File: config.mk
export PLATFORM = sky130hd
export DESIGN_NAME = keypad_calculator_controller
export DESIGN_NICKNAME = d
export VERILOG_FILES = /design/src/rtl/core/kcc_pkg.sv /design/src/rtl/core/kcc_iter_unit.sv /design/src/rtl/core/keypad_calculator_controller.sv
export SDC_FILE = /design/constraint.sdc
export NUM_CORES = 1
export LEC_CHECK = 0
export BUFFER_PORTS_ARGS = -buffer_cell sky130_fd_sc_hd__buf_2
export CAP_MARGIN = 15
export CORE_MARGIN = 8
export CORE_UTILIZATION = 40
export DETAILED_ROUTE_END_ITERATION = 10
export PLACE_DENSITY = 0.52
export SLEW_MARGIN = 20
export SYNTH_ARGS = -nofsm -noshare
export SYNTH_HDL_FRONTEND = slang
export SYNTH_SLANG_ARGS = --single-unit
File: constraint.sdc
create_clock -name clk -period 6.23 [get_ports clk]
set_clock_uncertainty 0.15 [all_clocks]
set_input_delay 1.5575 -clock clk [delete_from_list [all_inputs] [get_ports clk]]
set_output_delay 1.5575 -clock clk [all_outputs]
set_load 0.02 [all_outputs]
File: src/rtl/core/kcc_pkg.sv
// Shared types and constants for the keypad calculator controller.
// Used by kcc_iter_unit and keypad_calculator_controller.
`timescale 1ns / 1ps

package kcc_pkg;

	localparam int DATA_W = 32;
	localparam int STEP_W = $clog2(DATA_W);

	localparam logic [7:0] KEY_0     = 8'h30;
	localparam logic [7:0] KEY_9     = 8'h39;
	localparam logic [7:0] KEY_ADD   = 8'h2B;
	localparam logic [7:0] KEY_SUB   = 8'h2D;
	localparam logic [7:0] KEY_MUL   = 8'h2A;
	localparam logic [7:0] KEY_DIV   = 8'h2F;
	localparam logic [7:0] KEY_EQ    = 8'h3D;
	localparam logic [7:0] KEY_CLEAR = 8'h43;

	typedef enum logic [2:0] {
		OP_NONE = 3'd0,
		OP_ADD  = 3'd1,
		OP_SUB  = 3'd2,
		OP_MUL  = 3'd3,
		OP_DIV  = 3'd4
	} op_t;

	// request to the shared multiply/divide unit
	typedef struct packed {
		logic start;
		logic op_div;
	} iter_req_t;

endpackage

File: src/rtl/core/kcc_iter_unit.sv
// Shared iterative unit: 32-step shift-add multiply and restoring signed divide.
// One adder serves both operations. Depends on kcc_pkg.
`timescale 1ns / 1ps

module kcc_iter_unit (
	input  logic                          clk,
	input  logic                          arst_n,
	input  kcc_pkg::iter_req_t            req,
	input  logic [kcc_pkg::DATA_W-1:0]    opa,
	input  logic [kcc_pkg::DATA_W-1:0]    opb,
	output logic                          busy,
	output logic [kcc_pkg::DATA_W-1:0]    result
);
	import kcc_pkg::*;

	localparam logic [STEP_W-1:0] LAST_STEP = STEP_W'(DATA_W - 1);

	logic              busy_q;
	logic              div_q;
	logic              neg_q;
	logic [STEP_W-1:0] cnt_q;
	logic [DATA_W-1:0] acc_q;   // product, or partial remainder
	logic [DATA_W-1:0] a_q;     // multiplicand, or dividend/quotient
	logic [DATA_W-1:0] b_q;     // multiplier, or divisor magnitude

	logic [DATA_W-1:0] mag_a, mag_b;
	logic [DATA_W:0]   rem_shift;
	logic [DATA_W:0]   add_x, add_y;
	logic [DATA_W+1:0] add_sum;
	logic              no_borrow;

	assign mag_a = opa[DATA_W-1] ? (~opa + DATA_W'(1)) : opa;
	assign mag_b = opb[DATA_W-1] ? (~opb + DATA_W'(1)) : opb;

	assign rem_shift = {acc_q, a_q[DATA_W-1]};

	// shared adder: acc + multiplicand, or remainder - divisor
	always_comb begin
		if (div_q) begin
			add_x = rem_shift;
			add_y = ~{1'b0, b_q};
		end else begin
			add_x = {1'b0, acc_q};
			add_y = {1'b0, a_q};
		end
	end
	assign add_sum   = {1'b0, add_x} + {1'b0, add_y} + {{(DATA_W+1){1'b0}}, div_q};
	assign no_borrow = add_sum[DATA_W+1];

	always_ff @(posedge clk or negedge arst_n) begin
		if (!arst_n) begin
			busy_q <= 1'b0;
			cnt_q  <= '0;
		end else if (req.start) begin
			busy_q <= 1'b1;
			cnt_q  <= '0;
		end else if (busy_q) begin
			cnt_q <= cnt_q + STEP_W'(1);
			if (cnt_q == LAST_STEP) begin
				busy_q <= 1'b0;
			end
		end
	end

	always_ff @(posedge clk) begin
		if (req.start) begin
			div_q <= req.op_div;
			neg_q <= opa[DATA_W-1] ^ opb[DATA_W-1];
			acc_q <= '0;
			a_q   <= req.op_div ? mag_a : opa;
			b_q   <= req.op_div ? mag_b : opb;
		end else if (busy_q) begin
			if (div_q) begin
				acc_q <= no_borrow ? add_sum[DATA_W-1:0] : rem_shift[DATA_W-1:0];
				a_q   <= {a_q[DATA_W-2:0], no_borrow};
			end else begin
				if (b_q[0]) begin
					acc_q <= add_sum[DATA_W-1:0];
				end
				a_q <= {a_q[DATA_W-2:0], 1'b0};
				b_q <= {1'b0, b_q[DATA_W-1:1]};
			end
		end
	end

	assign busy   = busy_q;
	assign result = div_q ? (neg_q ? (~a_q + DATA_W'(1)) : a_q) : acc_q;

`ifndef SYNTHESIS
	a_no_restart: assert property (@(posedge clk) disable iff (!arst_n)
		req.start |-> !busy_q)
		else $error("iter unit started while busy");
	a_ends_on_last: assert property (@(posedge clk) disable iff (!arst_n)
		(busy_q && !req.start && cnt_q == LAST_STEP) |=> !busy_q)
		else $error("iter unit ran past last step");
	a_count_zero_start: assert property (@(posedge clk) disable iff (!arst_n)
		req.start |=> (busy_q && cnt_q == '0))
		else $error("iter unit did not start at step zero");
`endif

endmodule

File: src/rtl/core/keypad_calculator_controller.sv
// Keypad four-function calculator controller: key decode, operand state and
// result register around the shared multiply/divide unit. Depends on kcc_pkg, kcc_iter_unit.
`timescale 1ns / 1ps

// Usage:
//  Input channel (in_valid / in_stall / key_code): one ASCII key code per word.
//  Output channel (out_valid / out_stall / result fields): exactly one result
//  word per key word, in order.
//  Digits, operators, 'C', other keys and '=' with +, - or no operator pending
//  finish at acceptance: the accepting edge loads the result word into the
//  output register, and keys can follow back to back while out_stall is low.
//  '=' with '*' or '/' pending runs the shared unit for 32 steps: the result
//  word is loaded once the unit is done and the output is free, and the next
//  key can go in once that word is loaded.
//  The 32 steps are counted by the loop in kcc_iter_unit.
//  Division by zero is caught at acceptance and never starts the shared unit.
//  One key is processed at a time; in_stall stays high while the unit runs.
//  A new key is taken while a result word is leaving (out_valid && !out_stall).
//  Receiver stall: the result word holds in the output register and in_stall
//  rises until it is taken.
//  Reset (arst_n low): operands, last result and pending operator clear to
//  zero/none, no result word is pending.
//  Arithmetic is 32-bit two's complement and wraps; division truncates toward zero.
module keypad_calculator_controller (
	input  logic                              clk,
	input  logic                              arst_n,
	input  logic                              in_valid,
	output logic                              in_stall,
	input  logic [7:0]                        key_code,
	output logic                              out_valid,
	input  logic                              out_stall,
	output logic                              echo_valid,
	output logic [7:0]                        echo_char,
	output logic                              number_valid,
	output logic signed [kcc_pkg::DATA_W-1:0] number_value,
	output logic                              div_zero_error,
	output logic                              clear_display
);
	import kcc_pkg::*;

	typedef enum logic [1:0] {
		S_IDLE = 2'b01,
		S_CALC = 2'b10
	} state_t;

	state_t            state_q;
	logic [DATA_W-1:0] first_q, second_q, last_q;
	op_t               pend_q;
	logic              second_entry_q;

	logic              out_valid_q;
	logic              echo_valid_q, number_valid_q, div_err_q, clear_q;
	logic [7:0]        echo_char_q;
	logic [DATA_W-1:0] number_q;

	iter_req_t         req;
	logic              unit_busy;
	logic [DATA_W-1:0] unit_result;

	logic              out_free, accept, calc_done;
	logic              is_digit, is_op, is_eq, is_clear;
	logic [3:0]        digit;
	logic [DATA_W-1:0] entry_val, entry_next, eq_result;
	op_t               key_op;

	assign out_free  = !out_valid_q || !out_stall;
	assign in_stall  = (state_q != S_IDLE) || !out_free;
	assign accept    = in_valid && !in_stall;
	assign calc_done = (state_q == S_CALC) && !unit_busy && out_free;

	// key decode
	assign is_digit = (key_code >= KEY_0) && (key_code <= KEY_9);
	assign is_op    = (key_code == KEY_ADD) || (key_code == KEY_SUB) ||
	                  (key_code == KEY_MUL) || (key_code == KEY_DIV);
	assign is_eq    = (key_code == KEY_EQ);
	assign is_clear = (key_code == KEY_CLEAR);
	assign digit    = 4'(key_code - KEY_0);

	always_comb begin
		unique case (key_code)
			KEY_ADD: key_op = OP_ADD;
			KEY_SUB: key_op = OP_SUB;
			KEY_MUL: key_op = OP_MUL;
			KEY_DIV: key_op = OP_DIV;
			default: key_op = OP_NONE;
		endcase
	end

	// operand entry: x*10 + d as two shifts and two adds
	assign entry_val  = second_entry_q ? second_q : first_q;
	assign entry_next = {entry_val[DATA_W-4:0], 3'b000} + {entry_val[DATA_W-2:0], 1'b0} +
	                    {{(DATA_W-4){1'b0}}, digit};

	// results of '=' that need no shared unit
	always_comb begin
		case (pend_q)
			OP_ADD:  eq_result = first_q + second_q;
			OP_SUB:  eq_result = first_q - second_q;
			default: eq_result = last_q;
		endcase
	end

	// multiply and divide go to the shared unit; divide by zero never starts it
	assign req.start  = accept && is_eq &&
	                    ((pend_q == OP_MUL) || ((pend_q == OP_DIV) && (second_q != '0)));
	assign req.op_div = (pend_q == OP_DIV);

	kcc_iter_unit u_iter (
		.clk    (clk),
		.arst_n (arst_n),
		.req    (req),
		.opa    (first_q),
		.opb    (second_q),
		.busy   (unit_busy),
		.result (unit_result)
	);

	// sequencer and calculator state
	always_ff @(posedge clk or negedge arst_n) begin
		if (!arst_n) begin
			state_q        <= S_IDLE;
			first_q        <= '0;
			second_q       <= '0;
			last_q         <= '0;
			pend_q         <= OP_NONE;
			second_entry_q <= 1'b0;
		end else begin
			unique case (state_q)
				S_IDLE: begin
					if (accept) begin
						if (is_digit) begin
							if (second_entry_q) begin
								second_q <= entry_next;
							end else begin
								first_q <= entry_next;
							end
						end else if (is_op) begin
							if (pend_q == OP_NONE) begin
								pend_q         <= key_op;
								second_entry_q <= 1'b1;
							end
						end else if (is_eq) begin
							if (req.start) begin
								state_q <= S_CALC;
							end else if ((pend_q == OP_DIV) || is_clear) begin
								// division by zero: back to reset state
								first_q        <= '0;
								second_q       <= '0;
								last_q         <= '0;
								pend_q         <= OP_NONE;
								second_entry_q <= 1'b0;
							end else begin
								last_q         <= eq_result;
								first_q        <= eq_result;
								second_q       <= '0;
								pend_q         <= OP_NONE;
								second_entry_q <= 1'b0;
							end
						end else if (is_clear) begin
							first_q        <= '0;
							second_q       <= '0;
							last_q         <= '0;
							pend_q         <= OP_NONE;
							second_entry_q <= 1'b0;
						end
					end
				end
				S_CALC: begin
					if (calc_done) begin
						last_q         <= unit_result;
						first_q        <= unit_result;
						second_q       <= '0;
						pend_q         <= OP_NONE;
						second_entry_q <= 1'b0;
						state_q        <= S_IDLE;
					end
				end
				default: state_q <= S_IDLE;
			endcase
		end
	end

	// output register
	always_ff @(posedge clk or negedge arst_n) begin
		if (!arst_n) begin
			out_valid_q <= 1'b0;
		end else if (accept && !req.start) begin
			out_valid_q <= 1'b1;
		end else if (calc_done) begin
			out_valid_q <= 1'b1;
		end else if (!out_stall) begin
			out_valid_q <= 1'b0;
		end
	end

	always_ff @(posedge clk) begin
		if (accept && !req.start) begin
			echo_valid_q   <= 1'b0;
			echo_char_q    <= 8'h00;
			number_valid_q <= 1'b0;
			number_q       <= '0;
			div_err_q      <= 1'b0;
			clear_q        <= 1'b0;
			if (is_digit) begin
				echo_valid_q <= 1'b1;
				echo_char_q  <= key_code;
			end else if (is_op) begin
				if (pend_q == OP_NONE) begin
					echo_valid_q <= 1'b1;
					echo_char_q  <= key_code;
				end
			end else if (is_eq) begin
				echo_valid_q <= 1'b1;
				echo_char_q  <= KEY_EQ;
				if (pend_q == OP_DIV) begin
					div_err_q <= 1'b1;
					clear_q   <= 1'b1;
				end else begin
					number_valid_q <= 1'b1;
					number_q       <= eq_result;
				end
			end else if (is_clear) begin
				clear_q <= 1'b1;
			end
		end else if (calc_done) begin
			echo_valid_q   <= 1'b1;
			echo_char_q    <= KEY_EQ;
			number_valid_q <= 1'b1;
			number_q       <= unit_result;
			div_err_q      <= 1'b0;
			clear_q        <= 1'b0;
		end
	end

	assign out_valid      = out_valid_q;
	assign echo_valid     = echo_valid_q;
	assign echo_char      = echo_char_q;
	assign number_valid   = number_valid_q;
	assign number_value   = number_q;
	assign div_zero_error = div_err_q;
	assign clear_display  = clear_q;

`ifndef SYNTHESIS
	a_onehot_state: assert property (@(posedge clk) disable iff (!arst_n)
		$onehot(state_q))
		else $error("state register not one-hot");
	a_calc_blocks_input: assert property (@(posedge clk) disable iff (!arst_n)
		(state_q == S_CALC) |-> in_stall)
		else $error("key accepted during calculation");
	a_key_gives_word: assert property (@(posedge clk) disable iff (!arst_n)
		accept |=> (out_valid || state_q == S_CALC))
		else $error("accepted key produced no result word");
	a_unit_only_in_calc: assert property (@(posedge clk) disable iff (!arst_n)
		unit_busy |-> (state_q == S_CALC))
		else $error("shared unit busy outside calculation");
	a_error_clears: assert property (@(posedge clk) disable iff (!arst_n)
		(out_valid && div_zero_error) |-> (clear_display && echo_valid && !number_valid))
		else $error("divide error word malformed");
	a_error_resets_state: assert property (@(posedge clk) disable iff (!arst_n)
		(accept && is_eq && pend_q == OP_DIV && second_q == '0) |=>
		(pend_q == OP_NONE && first_q == '0 && last_q == '0))
		else $error("divide by zero did not clear state");
`endif

endmodule

==> flow_summary.json <==
{
  "outcome": "finished, final reports clean",
  "area_delta_synth_final_pct": 9.73,
  "wire_per_inst_um": 21.2,
  "die_area_mm2": 0.0582,
  "hold_viol": 0,
  "dp_hpwl_mm": 51.6,
  "hold_depth": 2,
  "num_io_pins": 58,
  "die_y_um": 241,
  "cp_max_fo": 6,
  "cts_setup_buffers": 0,
  "drt_iter0_drc": 1378,
  "cts_tree": "built",
  "vdd_drop_max_v": 0.000210,
  "path_cells": "inv_1 -> ha_1 -> or3b_1 -> or3_4 -> or3_1 -> or3_1 -> nor3_1 -> nor2_1 -> xnor2_1 -> ha_1 -> a21oi_1 -> o31ai_1 -> a21oi_1 -> o21ai_0 -> a211oi_1 -> o211ai_1 -> xnor2_1 -> o21ai_0 -> o21ai_0 -> a31oi_1",
  "syn_area_mm2": 0.0203,
  "cp_data_required_time_ns": 6.52,
  "path_common_cell": "o21ai_0",
  "cpLargestDelayFamily": "compound AO/OA/AOI/OAI gates",
  "synth_flop_cell": "edfxtp_1",
  "synth-seq-cells": 251,
  "rsz0062_at_grt": "no",
  "worstRegToRegCells": 20,
  "nNetsFinal": 2565,
  "p_per_area_mw_per_mm2": 282,
  "grt_pass1_vias": 16700,
  "yosysUniqueCellTypes": 86,
  "regArea_mm2": 0.00667,
  "slowest_stage": "o21ai_0",
  "max_freq_mhz": 173,
  "multi_input_area_mm2": 0.0129,
  "port_buffers": 57,
  "wl_mm": 66.1,
  "gp_congestion": 0.889,
  "clk_latency_ns": 0.58,
  "grt_max_degree": 135,
  "overflow": 0,
  "hp-class": "flop to flop",
  "finalCritPeriodShare": 0.929,
  "cts_resized": 0,
  "synth_warnings": 0,
  "antenna_found_initial": 1,
  "fillers": 4962,
  "root_buffer": "clkbuf_16",
  "core_area_mm2": 0.0502,
  "grt_pass1_wl_mm": 102,
  "p_leak_nw": 9.31,
  "route.vias.total": 17700,
  "worst_slew_pin_slew_ns": 1.13,
  "startpoint_type": "flop",
  "crit_path_end_kind": "flop",
  "synth-async-reset-ratio": 0.434,
  "diodes": 0,
  "postSynthCellCount": 2439,
  "critPathArrivalTime_ns": 6.08,
  "path_buf_inv": 1,
  "period_needed_ns": 5.79,
  "std_cell_rows": 82,
  "hold_buffers": 0,
  "dr.pass1.iters": 6,
  "cts.sinks": 251,
  "clkTransAtPathRegs_ns": 0.06,
  "htree_levels": 1,
  "numCtsBuffers": 30,
  "synth_area_per_cell_um2": 8.32,
  "drv_cap": 0,
  "holdWs_ns": 0.327,
  "cp.depth": 20,
  "ys_seq_area_frac": 0.329,
  "criticalPathCategory": "flop to flop",
  "slowest_delay_ns": 0.53,
  "via_per_inst": 5.68,
  "grt.total_usage": 0.223,
  "die_x_um": 241,
  "synth-edff-count": 110,
  "drt.antenna.violating_nets": 0,
  "setup_viol": 0,
  "slew-limit-headroom": 0.241,
  "remaining_drc_errors": 0,
  "slew_violations": 0,
  "clockBufferDepth": 3,
  "drive_gt1_frac": 0.104,
  "setup_tns_ns": 0,
  "initial_core_util": 0.405
}
[registers in the layout, indices dropped and copies added (netlist names), 2 cells and up]
| register | cells |
|---|---|
| u_iter.cnt_q | 5 |
| pend_q | 3 |
| echo_char | 8 |
| u_iter.acc_q | 32 |
| number_value | 32 |
| state_q | 2 |
| first_q | 32 |
| last_q | 32 |
| second_q | 32 |
| u_iter.b_q | 32 |
| u_iter.a_q | 32 |
[final cells by class]
cell class / count / share of cell area
multi-input cells: 1993 / 0.580
flip-flops and latches: 251 / 0.300
well taps: 672 / 0.0378
clock buffers: 34 / 0.0353
repair buffers: 95 / 0.0274
clock inverters: 22 / 0.0112
inverters: 49 / 0.00826
[final timing paths]
| check | slack (ns) | endpoint | startpoint |
|---|---|---|---|
| max | 0.44 | first_q[30] | second_q[0] |
| min | 0.33 | last_q[13] | last_q[13] |
| max reg2reg | 0.44 | first_q[30] | second_q[0] |
| min reg2reg | 0.33 | last_q[13] | last_q[13] |
| max in group asynchronous | 4.14 | first_q[2] | arst_n |
| min in group asynchronous | 0.71 | u_iter.cnt_q[0] | arst_n |
[Yosys cell counts, types with 21 or more instances]
library cell / count / area share
xnor2_1: 117 / 0.050
o21ai_0: 243 / 0.060
buf_2: 24 / 0.0059
nor3_1: 41 / 0.010
xor2_1: 75 / 0.032
dfxtp_1: 32 / 0.032
nand2_1: 314 / 0.058
or3_1: 25 / 0.0077
clkbuf_1: 102 / 0.019
ha_1: 128 / 0.079
a21o_1: 56 / 0.021
nor2_1: 224 / 0.041
o31ai_1: 28 / 0.010
a21oi_1: 225 / 0.055
a31oi_1: 23 / 0.0071
and3_1: 21 / 0.0065
mux2_2: 72 / 0.040
dfrtp_1: 108 / 0.13
o21a_1: 26 / 0.0096
nand3_1: 45 / 0.011
mux2i_1: 52 / 0.026
nand2b_1: 23 / 0.0071
inv_1: 47 / 0.0087
edfxtp_1: 110 / 0.16
[where the power goes]
group	internal [mW]	total (mW)	switching (mW)	leakage, nW
clock	1.11	1.87	0.759	0.495
combinational	0.979	2.41	1.43	6.08
sequential	1.83	2.00	0.164	2.74
total	3.92	6.27	2.35	9.31
[cell families after synthesis]
group	after synthesis	synth area share
AO/OA/AOI/OAI	729	0.214
XOR/XNOR	192	0.0829
adder cells (fa/ha/maj)	133	0.0838
buffers and inverters	196	0.0382
flip-flops	251	0.329
multiplexers	129	0.0687
other	1	0.000185
AND/OR/NAND/NOR	808	0.184
[metrics by stage]
| stage | worst slack, ns | total power, mW | cells | cell area (um2) | util |
|---|---|---|---|---|---|
| floorplan | 1.42 | 3.76 | 2440 | 20300 | - |
| global placement | 0.688 | 4.41 | 3060 | 21200 | 0.423 |
| detailed placement | 0.552 | 4.42 | 3060 | 21200 | 0.423 |
| CTS | 0.537 | 6.31 | 3116 | 22300 | 0.444 |
| global route | 0.0575 | 6.66 | 3116 | 22300 | 0.444 |
| finish | 0.440 | 6.27 | 3116 | 22300 | 0.444 |
[tightest hold or removal path, stage by stage (launching register included)]
cell	delay, ns
dfrtp_1	0.34
nand2_1	0.05
o21ai_0	0.06
[layout by cell type, fill, tap and decap left out, types with 8 or more instances in the layout]
| cell type | Yosys | final |
|---|---|---|
| xnor2_1 | 117 | 117 |
| xor2_1 | 75 | 75 |
| clkbuf_16 | 0 | 31 |
| o21ai_1 | 12 | 12 |
| dfrtp_1 | 108 | 108 |
| nand2b_1 | 23 | 23 |
| o21ai_0 | 243 | 241 |
| ha_1 | 128 | 127 |
| nand4_1 | 16 | 16 |
| or4_1 | 8 | 8 |
| nor3b_1 | 11 | 10 |
| dfxtp_1 | 32 | 32 |
| a21oi_1 | 225 | 224 |
| buf_2 | 24 | 56 |
| mux2i_1 | 52 | 52 |
| nor3_1 | 41 | 40 |
| nand2_1 | 314 | 313 |
| o31ai_1 | 28 | 28 |
| o41ai_1 | 10 | 9 |
| a21o_1 | 56 | 55 |
| and3_1 | 21 | 21 |
| nor4_1 | 14 | 14 |
| nor2b_1 | 16 | 15 |
| buf_4 | 0 | 36 |
| nand3_1 | 45 | 45 |
| edfxtp_1 | 110 | 110 |
| mux2_2 | 72 | 72 |
| nor2_1 | 224 | 222 |
| o21bai_1 | 8 | 8 |
| inv_1 | 47 | 47 |
| and2_1 | 17 | 17 |
| a31oi_1 | 23 | 23 |
| a211oi_1 | 17 | 16 |
| o21a_1 | 26 | 26 |
| or3_1 | 25 | 25 |
| o211ai_1 | 17 | 17 |
[routing by layer]
metal | global-route usage | part of all wire | up-vias
met5 | 0 | 0 | -
met4 | 0.0577 | 0.024 | 0
met3 | 0.0250 | 0.050 | 66
met2 | 0.336 | 0.42 | 412
met1 | 0.337 | 0.50 | 8456
li1 | - | - | 8765
Note: power is estimated with default switching activity, not from simulation.
